File: src/hdl/dss_pkg.sv
// Shared types and constants of the delimiter stream splitter.
// No dependencies; every other file but dss_in_if imports this package.
`default_nettype none

package dss_pkg;

    localparam int SEG_W     = 32;  // width of every reported segment field
    localparam int LEN_W     = 5;   // width of the pattern length register
    localparam int PAT_W     = 64;  // width of each pattern word register
    localparam int CFG_IDX_W = 2;   // width of the register index
    localparam int RES_DEPTH = 4;   // result queue entries
    localparam int RES_PTR_W = 2;   // address bits of the result queue
    localparam int RES_CNT_W = 3;   // fill count bits of the result queue

    typedef enum logic [CFG_IDX_W-1:0] {
        REG_PATTERN_LENGTH = 2'd0,
        REG_PATTERN_LOW    = 2'd1,
        REG_PATTERN_HIGH   = 2'd2
    } t_reg_idx;

    typedef struct packed {
        logic [SEG_W-1:0] segment_index;
        logic [SEG_W-1:0] segment_start;
        logic [SEG_W-1:0] segment_length;
        logic             final_segment;
    } t_seg;

    // Up to two results produced by one input beat, packed from the front.
    typedef struct packed {
        logic [1:0] count;
        t_seg       first;
        t_seg       second;
    } t_push;

endpackage

`default_nettype wire

File: src/hdl/dss_res_fifo.sv
// Result queue: takes up to two segments per cycle, delivers one per beat.
// Depends on dss_pkg for the segment and push types.
`default_nettype none

module dss_res_fifo import dss_pkg::*; (
    input  wire logic  i_clk,
    input  wire logic  i_rst_n,
    input  wire t_push i_push,
    input  wire logic  i_pop,
    output logic       o_space,
    output logic       o_valid,
    output t_seg       o_head
);

    t_seg                 r_mem [RES_DEPTH];
    logic [RES_PTR_W-1:0] r_wp, n_wp;
    logic [RES_PTR_W-1:0] r_rp, n_rp;
    logic [RES_CNT_W-1:0] r_count, n_count;
    logic                 pop;
    logic [RES_PTR_W-1:0] wp_next;

    assign o_valid = (r_count != '0);
    assign o_head  = r_mem[r_rp];
    // Room for a full pair of results is needed before a beat is taken.
    assign o_space = (r_count <= RES_CNT_W'(RES_DEPTH - 2));
    assign pop     = i_pop && o_valid;
    assign wp_next = r_wp + RES_PTR_W'(1);

    always_comb begin
        n_wp    = r_wp + RES_PTR_W'(i_push.count);
        n_rp    = pop ? r_rp + RES_PTR_W'(1) : r_rp;
        n_count = r_count + RES_CNT_W'(i_push.count) - RES_CNT_W'(pop);
    end

    always_ff @(posedge i_clk) begin
        if (i_push.count != 2'd0) begin
            r_mem[r_wp] <= i_push.first;
        end
        if (i_push.count == 2'd2) begin
            r_mem[wp_next] <= i_push.second;
        end
    end

    always_ff @(posedge i_clk) begin
        if (!i_rst_n) begin
            r_wp    <= '0;
            r_rp    <= '0;
            r_count <= '0;
        end else begin
            r_wp    <= n_wp;
            r_rp    <= n_rp;
            r_count <= n_count;
        end
    end

    a_no_overflow: assert property (@(posedge i_clk) disable iff (!i_rst_n)
        r_count <= RES_CNT_W'(RES_DEPTH))
        else $error("result queue holds more entries than it has");

    a_pair_fits: assert property (@(posedge i_clk) disable iff (!i_rst_n)
        (i_push.count == 2'd2) |-> (r_count <= RES_CNT_W'(RES_DEPTH - 2)))
        else $error("two results pushed without room for both");

    a_count_tracks: assert property (@(posedge i_clk) disable iff (!i_rst_n)
        i_rst_n |=> (r_count == $past(r_count) + RES_CNT_W'($past(i_push.count))
                                - RES_CNT_W'($past(pop))))
        else $error("result queue fill count lost track of pushes and pops");

endmodule

`default_nettype wire

File: config.mk
export PLATFORM = sky130hd
export DESIGN_NAME = dss_res_fifo
export DESIGN_NICKNAME = d
export VERILOG_FILES = /design/src/hdl/dss_pkg.sv /design/src/hdl/dss_res_fifo.sv
export SDC_FILE = /design/constraint.sdc
export NUM_CORES = 1
export LEC_CHECK = 0
export BUFFER_PORTS_ARGS = -buffer_cell sky130_fd_sc_hd__buf_2
export CORE_ASPECT_RATIO = 0.9
export CORE_UTILIZATION = 55
export CTS_CLUSTER_SIZE = 8
export DETAILED_ROUTE_END_ITERATION = 16
export MAX_ROUTING_LAYER = met4
export PLACE_DENSITY = 0.88
export SETUP_SLACK_MARGIN = 0.15
export SLEW_MARGIN = 5
export SYNTH_ARGS = -nofsm -noshare
export SYNTH_HDL_FRONTEND = slang
export SYNTH_SLANG_ARGS = --single-unit
export TNS_END_PERCENT = 30
File: constraint.sdc
create_clock -name i_clk -period 10.2 [get_ports i_clk]
set_input_delay 1.02 -clock i_clk [delete_from_list [all_inputs] [get_ports i_clk]]
set_output_delay 1.02 -clock i_clk [all_outputs]
set_load 0.005 [all_outputs]
==> flow_summary.rst <==
.. list-table::
   :header-rows: 1

   * - Metric
     - Value
   * - Critical path required time
     - 9180 ps
   * - Floorplan die area
     - 0.03544 mm2
   * - Number of I/O pins
     - 298
   * - Footprint of the multi-input gates
     - 0.006937 mm2
   * - Main combinational cell family by area after synthesis
     - multiplexers
   * - Warnings from Yosys
     - 0
   * - Number of enable flip-flop cells after synthesis
     - 388
   * - Worst EP arrival
     - approximately 3500 ps
   * - Most used DFF post-synth
     - edfxtp_1
   * - Number of fill cells in the layout
     - ~2300
   * - Cell repeated most along the worst path
     - buf_4
   * - Post-synthesis adder-cell area fraction
     - 0.3673%
   * - Via count of the first global-routing pass
     - approximately 12000
   * - Count of input and output buffers
     - 297
   * - Unrepaired setup endpoints after global routing
     - false
   * - Clock tree root buffer cell
     - clkbuf_16
   * - Category of the worst setup path capture point
     - output port
   * - Achievable frequency
     - 220.9 MHz
   * - Area share of xor/xnor cells in the synthesized design
     - 0.2361%
   * - Commonest cells after routing, fill and taps aside
     - edfxtp_1 (388), mux2_2 (358), buf_2 (297)
   * - Fin. max-slew vios
     - 0
   * - DRC Markers
     - 0
   * - CTS sink cnt
     - 397
   * - Maximum net fanout on the critical path
     - 44
   * - Total power after layout
     - 4.639 mW
   * - Placeable Area
     - 0.03403 mm2
   * - CP peak stage delay
     - 820 ps
   * - Post-Synthesis Mean Instance Area
     - 19.31 um2
   * - Clock transition at the register clock pins on the worst setup and hold paths after CTS
     - approximately 50 ps
   * - Iter 0 DRT Violations
     - 663
   * - Simple-Gate Fraction of Synth Area
     - less than 1%
   * - Hold path cells
     - 2
   * - Outcome
     - finished clean
   * - Final Hold Viols
     - 0
   * - Number of vias per cell after detailed routing
     - around 5.9
   * - Worst Tran Pin Value
     - 1087 ps
   * - Power density over cell area
     - 206.0 mW/mm2
   * - Peak ir drop on the vdd network
     - 0.0001251 V
   * - H-Tree Depth
     - 2
   * - Fraction of registers with async set or reset after synthesis
     - 0%
   * - Final period utilization
     - between 40 and 50%
   * - Cells after synthesis
     - 988
   * - Total nets after synthesis
     - 1192
   * - Clock Latency Late Sink
     - 570 ps
   * - Count of state elements after synthesis
     - around 400
   * - Total GRT Usage
     - 25.82%
   * - Min cycle time layout
     - about 4500 ps
   * - Die Span X
     - 198.3 um
   * - Remaining number of nets flagged by the antenna check after routing
     - 0
   * - Reported leakage power
     - 7.861 nW
   * - Post-synthesis to final-layout area growth
     - 18.01%
   * - WS Path Type
     - flip-flop to output port
   * - Average wire per standard cell
     - 24.44 um
   * - Total via count in the routed design
     - 10640
   * - Worst path buffer plus inverter count
     - 3
   * - Depth of the worst register-to-register path
     - 4
   * - Number of placement rows
     - 64
   * - Starting utilization of the core area
     - 56.06%
   * - Register area
     - 0.01184 mm2
   * - Max-cap violation count
     - 0
   * - Multiplexer share of the synthesized area
     - 34.56%
   * - # hold bufs at CTS
     - 0
   * - Mapped cell area
     - between 0.015 and 0.02 mm2
   * - Height of the die
     - 178.7 um
   * - Setup TNS
     - 0 ps
   * - Post-CTS Setup Inserts
     - 0
   * - Slowest cell on the critical path
     - buf_4
   * - Type of element launching the critical path
     - flip-flop
   * - Register area share after synthesis
     - between 60% and 70%
   * - HPWL after detailed placement
     - 25.95 mm
   * - TritonCTS clock tree
     - done
   * - Fraction of final layout cells with drive strength greater than 1
     - approximately 64%
   * - Setup Viol. Count Final
     - 0
   * - Total grt overflow
     - 0
   * - Net count, final
     - 1498
   * - Number of different library cells in the post-synthesis netlist
     - 27
   * - Cells traversed along the worst timing path
     - buf_4 > buf_4 > mux4_2 > buf_2
   * - Cell type group with the largest total delay on the critical path
     - buffers and inverters
   * - Resized cells post-CTS
     - 0
   * - Complex-gate fraction of the synthesized area
     - 0.2230%
   * - TritonCTS buffer count
     - 55
   * - Initial antenna violation count
     - 23
   * - Commonest non-fill, non-tap cell in the layout
     - edfxtp_1
   * - Global placement routability congestion
     - a little over 0.8
   * - Slew HR
     - between 20% and 30%
   * - Total stage count of the critical path
     - 4
   * - Pin count of the biggest net entering global routing
     - roughly 70
   * - Drt pass-1 iters
     - 5
   * - Buffers from clock root to sink, at most
     - 3
   * - Hold/Removal Path Class
     - flip-flop to flip-flop
   * - Routed Wire Length
     - 43.85 mm
   * - Fin Clk Skew
     - 13.72 ps
   * - Wire length of the first global-routing pass
     - 66.41 mm
-- state kept, by name (all words and copies together), names as in the netlist, named ones only --
register / count
r_wp: 2
r_count: 3
r_mem: 388
r_rp: 2
-- worst min-delay path, cell delays in order (launching register included) --
cell and delay [ps]:
dfxtp_1 310, nand2_1 60, mux2i_1 80
-- final timing paths --
kind	start	to	slack (ps)
worst max register to register	r_wp[0]	r_mem[2][7]	7010
worst max-delay path	flip-flop	o_head[45]	5670
worst min-delay path	r_rp[1]	flip-flop	490
worst min register to register	r_rp[1]	flip-flop	490
-- area by class of cell --
type | instances | share of cell area, %
well taps | 462 | 2.568
flip-flops and latches | 397 | 52.59
diodes | 25 | 0.2779
inverters | 7 | 0.1167
multi-input cells | 518 | 30.81
clock buffers | 66 | 6.297
clock inverters | 4 | 0.1389
repair buffers | 315 | 7.203
-- stage by stage --
stage | setup slack, ps | area (um2) | cells | util (%) | hold slack [ps]
after floorplan | 1459 | 19080 | 988 | - | 448.9
after global placement | 6163 | 21000 | 1699 | 61.71 | 452.8
after detailed placement | 6085 | 21000 | 1699 | 61.71 | 474.1
after CTS | 5495 | 22450 | 1769 | 65.97 | 490.0
after global routing | 5328 | 22510 | 1792 | 66.14 | 515.0
final | 5672 | 22510 | 1794 | 66.15 | 491.7
-- logic make-up after synthesis --
group / Yosys count
AND/OR/NAND/NOR: 16
AO/OA/AOI/OAI: 6
XOR/XNOR: 2
flip-flops: 397
buffers and inverters: 73
multiplexers: 489
adder cells (fa/ha/maj): 5
-- Yosys cell counts, drive strengths merged, types with 2 or more instances --
master	instances	area, um2
edfxtp	388	11650
mux2	388	4369
mux4	97	2185
buf	56	312.8
clkbuf	10	37.54
dfxtp	9	180.2
inv	7	26.28
ha	4	50.05
mux2i	4	40.04
and2	3	18.77
nand2	2	7.510
nand2b	2	12.51
nor2	2	7.510
nor2b	2	12.51
nor4bb	2	20.02
o21bai	2	15.01
xnor3	2	45.04
-- metal layers --
| metal | vias up | part of all wire (%) | track usage, % |
|---|---|---|---|
| li1 | 4716 | - | - |
| met1 | 5432 | 40 | 31.06 |
| met2 | 408 | 49 | 42.21 |
| met3 | 82 | 8.8 | 7.148 |
| met4 | 0 | 2.2 | 8.656 |
| met5 | - | 0 | - |
-- where the power goes --
group          switching, mW  internal [mW]  total [mW]
Clock                  0.633          0.956        1.59
Sequential            0.0854           2.01        2.10
Combinational          0.454          0.499       0.952
Total                   1.17           3.47        4.64
Power figures use the tool's default switching activity.
