`config.mk`:
```
export PLATFORM = sky130hd
export DESIGN_NAME = dss_core
export DESIGN_NICKNAME = d
export VERILOG_FILES = /design/src/hdl/dss_pkg.sv /design/src/hdl/dss_core.sv
export SDC_FILE = /design/constraint.sdc
export NUM_CORES = 1
export LEC_CHECK = 0
export BUFFER_PORTS_ARGS = -buffer_cell sky130_fd_sc_hd__clkbuf_2
export CAP_MARGIN = 20
export CORE_MARGIN = 1.5
export CORE_UTILIZATION = 35
export CTS_CLUSTER_SIZE = 30
export DETAILED_ROUTE_END_ITERATION = 6
export SYNTH_ARGS = -nofsm -noshare
export SYNTH_HDL_FRONTEND = slang
export SYNTH_SLANG_ARGS = --single-unit
```
`constraint.sdc`:
```
create_clock -name i_clk -period 38.8 [get_ports i_clk]
set_input_delay 7.76 -clock i_clk [delete_from_list [all_inputs] [get_ports i_clk]]
set_output_delay 7.76 -clock i_clk [all_outputs]
set_load 0.05 [all_outputs]
```
`src/hdl/dss_pkg.sv`:
```
// Shared types and constants of the delimiter stream splitter.
// No dependencies; every other file but dss_in_if imports this package.
`default_nettype none

package dss_pkg;

    localparam int SEG_W     = 32;  // width of every reported segment field
    localparam int LEN_W     = 5;   // width of the pattern length register
    localparam int PAT_W     = 64;  // width of each pattern word register
    localparam int CFG_IDX_W = 2;   // width of the register index
    localparam int RES_DEPTH = 4;   // result queue entries
    localparam int RES_PTR_W = 2;   // address bits of the result queue
    localparam int RES_CNT_W = 3;   // fill count bits of the result queue

    typedef enum logic [CFG_IDX_W-1:0] {
        REG_PATTERN_LENGTH = 2'd0,
        REG_PATTERN_LOW    = 2'd1,
        REG_PATTERN_HIGH   = 2'd2
    } t_reg_idx;

    typedef struct packed {
        logic [SEG_W-1:0] segment_index;
        logic [SEG_W-1:0] segment_start;
        logic [SEG_W-1:0] segment_length;
        logic             final_segment;
    } t_seg;

    // Up to two results produced by one input beat, packed from the front.
    typedef struct packed {
        logic [1:0] count;
        t_seg       first;
        t_seg       second;
    } t_push;

endpackage

`default_nettype wire

```
`src/hdl/dss_core.sv`:
```
// Byte window, parallel delimiter compare and segment bookkeeping.
// Depends on dss_pkg; emits up to two results per accepted beat.
`default_nettype none

module dss_core import dss_pkg::*; #(
    parameter int MAX_PATTERN = 16,
    parameter int OFFSET_BITS = 32
) (
    input  wire logic               i_clk,
    input  wire logic               i_rst_n,
    input  wire logic               i_accept,
    input  wire logic [7:0]         i_data_byte,
    input  wire logic               i_last_byte,
    input  wire logic [LEN_W-1:0]   i_pattern_length,
    input  wire logic [2*PAT_W-1:0] i_pattern,
    output t_push                   o_push
);

    logic [7:0]             r_win [MAX_PATTERN];
    logic [7:0]             n_win [MAX_PATTERN];
    logic [OFFSET_BITS-1:0] r_pos, n_pos;
    logic [OFFSET_BITS-1:0] r_start, n_start;
    logic [SEG_W-1:0]       r_count, n_count;

    logic [LEN_W-1:0]       eff_len;
    logic [OFFSET_BITS-1:0] pos_inc;
    logic [OFFSET_BITS-1:0] match_start;
    logic [OFFSET_BITS-1:0] start_after;
    logic [SEG_W-1:0]       count_after;
    logic                   hit;
    logic                   cut;
    t_seg                   cut_seg;
    t_seg                   fin_seg;

    always_comb begin
        logic [LEN_W-1:0] idx;
        logic [7:0]       pbyte;

        if (i_pattern_length == '0) begin
            eff_len = LEN_W'(1);
        end else if (i_pattern_length > LEN_W'(MAX_PATTERN)) begin
            eff_len = LEN_W'(MAX_PATTERN);
        end else begin
            eff_len = i_pattern_length;
        end

        n_win[0] = i_data_byte;
        for (int k = 1; k < MAX_PATTERN; k++) begin
            n_win[k] = r_win[k-1];
        end

        pos_inc = (r_pos != '1) ? r_pos + OFFSET_BITS'(1) : r_pos;

        // Window entry k (newest first) lines up with pattern byte len-1-k.
        hit = (pos_inc >= OFFSET_BITS'(eff_len));
        for (int k = 0; k < MAX_PATTERN; k++) begin
            idx   = eff_len - LEN_W'(k) - LEN_W'(1);
            pbyte = i_pattern[{idx[3:0], 3'b000} +: 8];
            if ((LEN_W'(k) < eff_len) && (n_win[k] != pbyte)) begin
                hit = 1'b0;
            end
        end

        match_start = pos_inc - OFFSET_BITS'(eff_len);
        cut         = hit && (match_start > r_start);
        start_after = cut ? match_start : r_start;
        count_after = (cut && (r_count != '1)) ? r_count + SEG_W'(1) : r_count;

        cut_seg.segment_index  = r_count;
        cut_seg.segment_start  = SEG_W'(r_start);
        cut_seg.segment_length = SEG_W'(match_start - r_start);
        cut_seg.final_segment  = 1'b0;

        fin_seg.segment_index  = count_after;
        fin_seg.segment_start  = SEG_W'(start_after);
        fin_seg.segment_length = SEG_W'(pos_inc - start_after);
        fin_seg.final_segment  = 1'b1;

        o_push.count  = i_accept ? (2'(cut) + 2'(i_last_byte)) : 2'd0;
        o_push.first  = cut ? cut_seg : fin_seg;
        o_push.second = fin_seg;

        if (i_last_byte) begin
            for (int k = 0; k < MAX_PATTERN; k++) begin
                n_win[k] = 8'h00;
            end
            n_pos   = '0;
            n_start = '0;
            n_count = '0;
        end else begin
            n_pos   = pos_inc;
            n_start = start_after;
            n_count = count_after;
        end
    end

    always_ff @(posedge i_clk) begin
        if (!i_rst_n) begin
            for (int k = 0; k < MAX_PATTERN; k++) begin
                r_win[k] <= 8'h00;
            end
            r_pos   <= '0;
            r_start <= '0;
            r_count <= '0;
        end else if (i_accept) begin
            r_win   <= n_win;
            r_pos   <= n_pos;
            r_start <= n_start;
            r_count <= n_count;
        end
    end

endmodule

`default_nettype wire

```
==> impl_metrics.yaml, run 1 <==
timing:
  setup_viol: 0
  finalMaxSlewViolations: 0
  tns_ns: 0
  rsz0062_at_grt: "no"
  setup_slack_ns: 11.16
  skew_ns: 0.01379
  finalHoldViolCount: 0
  fmax_ghz: 0.03618
  finalCritPeriodShare_pct: 71.24
  tightest_slew_ns: 1.105
  fin_hold_ws_ns: 0.5791
  max_slew_margin_pct: 26.14
  post-route-min-period_ns: 27.64
clocking:
  cts_resized: 0
  insertion_delay_ns: 0.56
  clock-root-buffer: "clkbuf_16"
  clkSlewWorstSetupHoldPaths_ns: 0.07
  cts_buffers: 28
  cts_tree: "yes"
  clk_path_buf_depth: 3
  htreeDepth: 1
  cts.sinks: 216
  hold_buffers: 0
  cts_setup_buffers: 0
worst_setup_path:
  path_depth: 40
  r2r_cells: 40
  cp-endpoint: "o_push[126]"
  worstSetupPathType: "in2out"
  crit_required_ns: 31.04
  slowest_delay_ns: 0.90
  timing.rr.start: "r_pos[19]"
  cpLargestDelayFamily: "simple AND/OR/NAND/NOR gates"
  startpoint_type: "primary input"
  worst_setup_path_end_kind: "primary output"
  cp_slowest_cell: "nor2b_1"
  critPathMaxFanout: 70
  crit_path_start: "i_pattern_length[3]"
  cp_num_buf_inv: 4
  crit_path_frequent_cell: "a21oi_1"
  worstPathArrival_ns: 19.88
  r2r_end: "r_count[31]"
  r2r_slack_ns: 26.53
finish:
  drive_gt1_share_pct: 20.61
  layout_commonest_cell: "clkbuf_2"
  nNetsFinal: 3492
  syn2layout_area_growth_pct: 12.06
  layout_common_cells: "337 x clkbuf_2, 271 x nand2_1, 248 x mux2i_1, 241 x inv_1, 231 x xnor2_1"
  nFillCells: 7443
  stdcell_count: 4263
  fin_util_pct: 39.52
  n_antenna_cell: 0
  final_area_sq_um: 28730
detailed_routing:
  wire_per_inst_um: 22.08
  drt-initial-drc-count: 2497
  post_drt_via_cell_ratio: 5.825
  firstDrtPassIters: 5
  routed_wl_mm: 94.14
  drc: 0
  via_count: 24832
  ant_nets: 0
grt:
  grt-ovfl-total: 0
  antenna_found_initial: 2
  grt_pass1_vias: 22712
  grt_usage_pct: 24.13
  grt_max_degree: 256
  grt_pass1_wl_mm: 140.7
pwr:
  leakagePower_nw: 11.51
  seqPwrFrac_pct: 27.3
  ir_worst_vdd_v: 0.00002677
  combinationalPowerShare_pct: 37.4
  total_power_mw: 0.8168
  p_int_mw: 0.5203
  p_sw_share_pct: 36.31
  p_per_area_nw_per_um2: 28.43
  pwr-share-clk_pct: 35.3
  switchingPower_mw: 0.2966
placed_design:
  hpwlAfterDp_mm: 72.26
  place_inst: 4209
  io_buffers: 339
  pre_cts_ws_ns: 11.37
  routabilityCongestion: 0.9690
  placed_area_sq_um: 27690
floorplanning:
  fp-row-count: 99
  die_area_sq_um: 74890
  fp.dieW_um: 273.7
  fp.dieH_um: 273.7
  start_util_pct: 35.26
  core_sq_um: 72710
  io_pins: 341
flow_run:
  maxCapViolCount: 0
logic_synthesis:
  ys_types: 102
  synthFlopType: "dfxtp_1"
  postSynthCellCount: 3152
  synth_area_sq_um: 25640
  ys_warn_count: 0
  synth_edf_count: 0
  postSynthAreaPerCell_sq_um: 8.134
  synth-seq-cells: 216
  async_reset_ff_share_pct: 0
  synth-seq-area-share_pct: 16.87
  syn_nets: 3362
worst_hold_path:
  min_path_cells: 2
  hp-class: "reg2reg"
outcome:
  status: "finished, final reports clean"
## flip-flops by register name, indices dropped and copies added (netlist names)
signal	cells
r_win	120
r_pos	32
r_count	32
r_start	32
## cell families after synthesis
group	synth area share, %
simple gates	19.71
compound gates	16.44
xor+xnor	9.667
mux	25.32
other cells	0.01463
buf+inv	8.369
flops	16.87
fa+ha+maj	3.621
## Yosys cell counts, drive strengths merged (6+ instances only)
cell       n  area, sq um
o22ai    191         1195
o31ai     10        102.6
o31a       6        52.55
a31o       7        61.31
clkbuf   186        698.2
nand2    271         1017
a21boi     8        60.05
a211oi     6        45.04
and4      10        87.58
nand3     66        340.3
mux2i    248         2482
or2       16        102.6
mux4     167         3761
o21ai     89        468.0
and2     171         1071
and3      38        237.7
inv      248        933.4
a22oi     22        165.2
a2bb2oi    6        52.55
o211ai    10        75.07
buf       87        514.3
dfxtp    216         4324
xor2      48        420.4
nor3      58        300.3
o21a       6        45.04
nor2b     87        544.3
nor4      38        244.0
nor2     145        551.8
nand4     27        175.2
or3       11        73.82
mux2      22        247.7
a21oi    156        792.0
a21o      28        210.2
a221oi     9        97.59
o21bai     9        67.56
nand2b    18        112.6
a31oi     20        131.4
maj3      10        100.1
ha        63        788.3
xnor2    235         2058
o221ai     9        85.08
## tightest hold or removal path: stages, from the launching register on
cell and delay [ns]:
dfxtp_1 0.35, a21oi_1 0.13, nor2b_1 0.05
## power groups by stage
stage / Combinational, mW / Clock, mW / Sequential, mW
floorplan: 0.210 / 0 / 0.228
global placement: 0.296 / 0 / 0.228
detailed placement: 0.298 / 0 / 0.228
CTS: 0.298 / 0.297 / 0.223
global route: 0.321 / 0.305 / 0.223
finish: 0.306 / 0.288 / 0.223
## layer usage
layer,track usage [%],up-vias,wire length (um)
met5,0,-,17
met4,7.560,2,2972
met3,4.772,154,8632
met2,37.40,1214,41530
met1,33.51,11891,40980
li1,-,11571,-
## how the worst min path moves through the flow
stage	to	from	slack, ns
CTS	r_count[23]	r_count[23]	0.58
detailed placement	r_count[23]	r_count[23]	0.57
global placement	r_pos[0]	r_pos[0]	0.57
global route	r_count[23]	r_count[23]	0.60
floorplan	r_count[21]	r_count[21]	0.53
finish	r_pos[29]	r_pos[29]	0.58
## final cells by class
type / count / area, sq um / area share, %
Clock buffer: 34 / 774.5 / 2.696
Clock inverter: 18 / 237.7 / 0.8274
Inverter: 248 / 934.6 / 3.253
Multi-Input combinational cell: 2415 / 19240 / 66.98
Sequential cell: 216 / 4324 / 15.05
Tap cell: 959 / 1200 / 4.176
Timing Repair Buffer: 373 / 2017 / 7.020
(Power assumes the default switching activity.)
==> inputs of run 2 (changes only) <==
clock period = 22.6 ns   (was 38.8 ns; I/O delays follow)
==> impl_metrics.yaml, run 2 (synthesis gave the netlist of run 1 again) <==
outcome:
  status: "finished, final reports clean"
floorplanning:
  fp.dieH_um: 273.7
  fp.dieW_um: 273.7
  fp-row-count: 99
  io_pins: 341
  core_sq_um: 72710
  die_area_sq_um: 74890
  start_util_pct: 35.26
worst_hold_path:
  hp-class: "reg2reg"
timing:
  finalCritPeriodShare_pct: 90.30
  tns_ns: 0
  fmax_ghz: 0.04900
  finalMaxSlewViolations: 0
  tightest_slew_ns: 1.164
  skew_ns: 0.01406
  max_slew_margin_pct: 21.36
  post-route-min-period_ns: 20.41
  rsz0062_at_grt: "no"
  finalHoldViolCount: 0
  setup_viol: 0
worst_setup_path:
  worst_setup_path_end_kind: "primary output"
  slowest_delay_ns: 0.75
  crit_required_ns: 18.08
  cp_slowest_cell: "buf_4"
  worstSetupPathType: "in2out"
  worstPathArrival_ns: 15.89
  crit_path_frequent_cell: "a21oi_1"
  critPathMaxFanout: 77
  startpoint_type: "primary input"
detailed_routing:
  drt-initial-drc-count: 2640
  ant_nets: 0
  routed_wl_mm: 95.68
  post_drt_via_cell_ratio: 5.832
  firstDrtPassIters: 7
  drc: 0
  wire_per_inst_um: 22.44
  via_count: 24862
pwr:
  p_per_area_nw_per_um2: 49.15
  leakagePower_nw: 11.49
  ir_worst_vdd_v: 0.00004847
clocking:
  cts_buffers: 29
  cts_tree: "yes"
  htreeDepth: 1
  cts_resized: 0
  insertion_delay_ns: 0.57
  hold_buffers: 0
  cts.sinks: 216
  clock-root-buffer: "clkbuf_16"
  clk_path_buf_depth: 3
  cts_setup_buffers: 0
  clkSlewWorstSetupHoldPaths_ns: 0.05
finish:
  largest_register_ffs: 120
  layout_common_cells: "336 x clkbuf_2, 271 x nand2_1, 248 x mux2i_1, 241 x inv_1, 231 x xnor2_1"
  syn2layout_area_growth_pct: 11.87
  layout_commonest_cell: "clkbuf_2"
  fin_util_pct: 39.45
  drive_gt1_share_pct: 20.56
  nNetsFinal: 3492
  largest-register: "r_win"
grt:
  grt_usage_pct: 24.70
  grt_max_degree: 111
  antenna_found_initial: 4
  grt-ovfl-total: 0
  grt_pass1_wl_mm: 143.8
  grt_pass1_vias: 22810
placed_design:
  routabilityCongestion: 0.9759
  hpwlAfterDp_mm: 74.53
  io_buffers: 339
flow_run:
  maxCapViolCount: 0
run 2: cell types whose count changed in the layout (fill, tap and decap cells not counted):
cell / delta
buf_12: -1
buf_16: -2
buf_4: +3
clkbuf_1: +1
clkbuf_2: -1
clkinv_2: -3
clkinv_4: -2
clkinvlp_4: +1
diode_2: +1
inv_6: +3
run 2: metrics by stage:
stage / setup slack (ns) / instances / hold WS (ns) / instance area, sq um / power, mW
floorplan: 1.451 / 3152 / 0.5345 / 25640 / 0.7512
global placement: 2.655 / 4210 / 0.5685 / 27660 / 0.9037
detailed placement: 2.286 / 4210 / 0.5744 / 27660 / 0.9064
CTS: 2.226 / 4262 / 0.5823 / 28680 / 1.408
global route: 1.258 / 4262 / 0.6178 / 28680 / 1.459
finish: 2.191 / 4263 / 0.5816 / 28680 / 1.410
run 2: where the power goes:
part | leakage (nW) | internal, mW | switching, mW
clock network | 0.487 | 0.303 | 0.196
registers | 1.74 | 0.382 | 0.000982
logic | 9.26 | 0.209 | 0.320
total | 11.5 | 0.893 | 0.516
run 2: worst paths after layout:
check | from | to | slack, ns | cells past startpoint
worst max-delay path | i_pattern_length[4] | o_push[122] | 2.19 | 42
worst max register to register | r_pos[19] | r_count[31] | 10.38 | 39
worst min-delay path | r_pos[29] | r_pos[29] | 0.58 | 2
worst min register to register | r_pos[29] | r_pos[29] | 0.58 | 2
run 2: per-layer routing:
metal  global-route usage [%]  part of all wire (%)  vias up
met2                    38.66                    44     1159
met5                        0                 0.048        -
met3                    4.035                   8.6      136
met4                    6.921                   2.8        6
li1                         -                     -    11590
met1                    34.80                    44    11971
run 2: worst max-delay path: cells and delay by family:
kind / cells / cell delay, ns
buffers and inverters: 6 / 2.01
multiplexers: 1 / 0.20
AND/OR/NAND/NOR: 20 / 5.79
AO/OA/AOI/OAI: 10 / 1.78
adder cells (fa/ha/maj): 3 / 1.06
XOR/XNOR: 2 / 0.45
run 2: final cells by class:
type,count,area (sq um)
Inverter,248,934.6
Clock buffer,35,778.2
Antenna cell,1,2.502
Clock inverter,17,239.0
Timing Repair Buffer,372,1959
Multi-Input combinational cell,2415,19240
Fill cell,7492,44030
Sequential cell,216,4324
Tap cell,959,1200
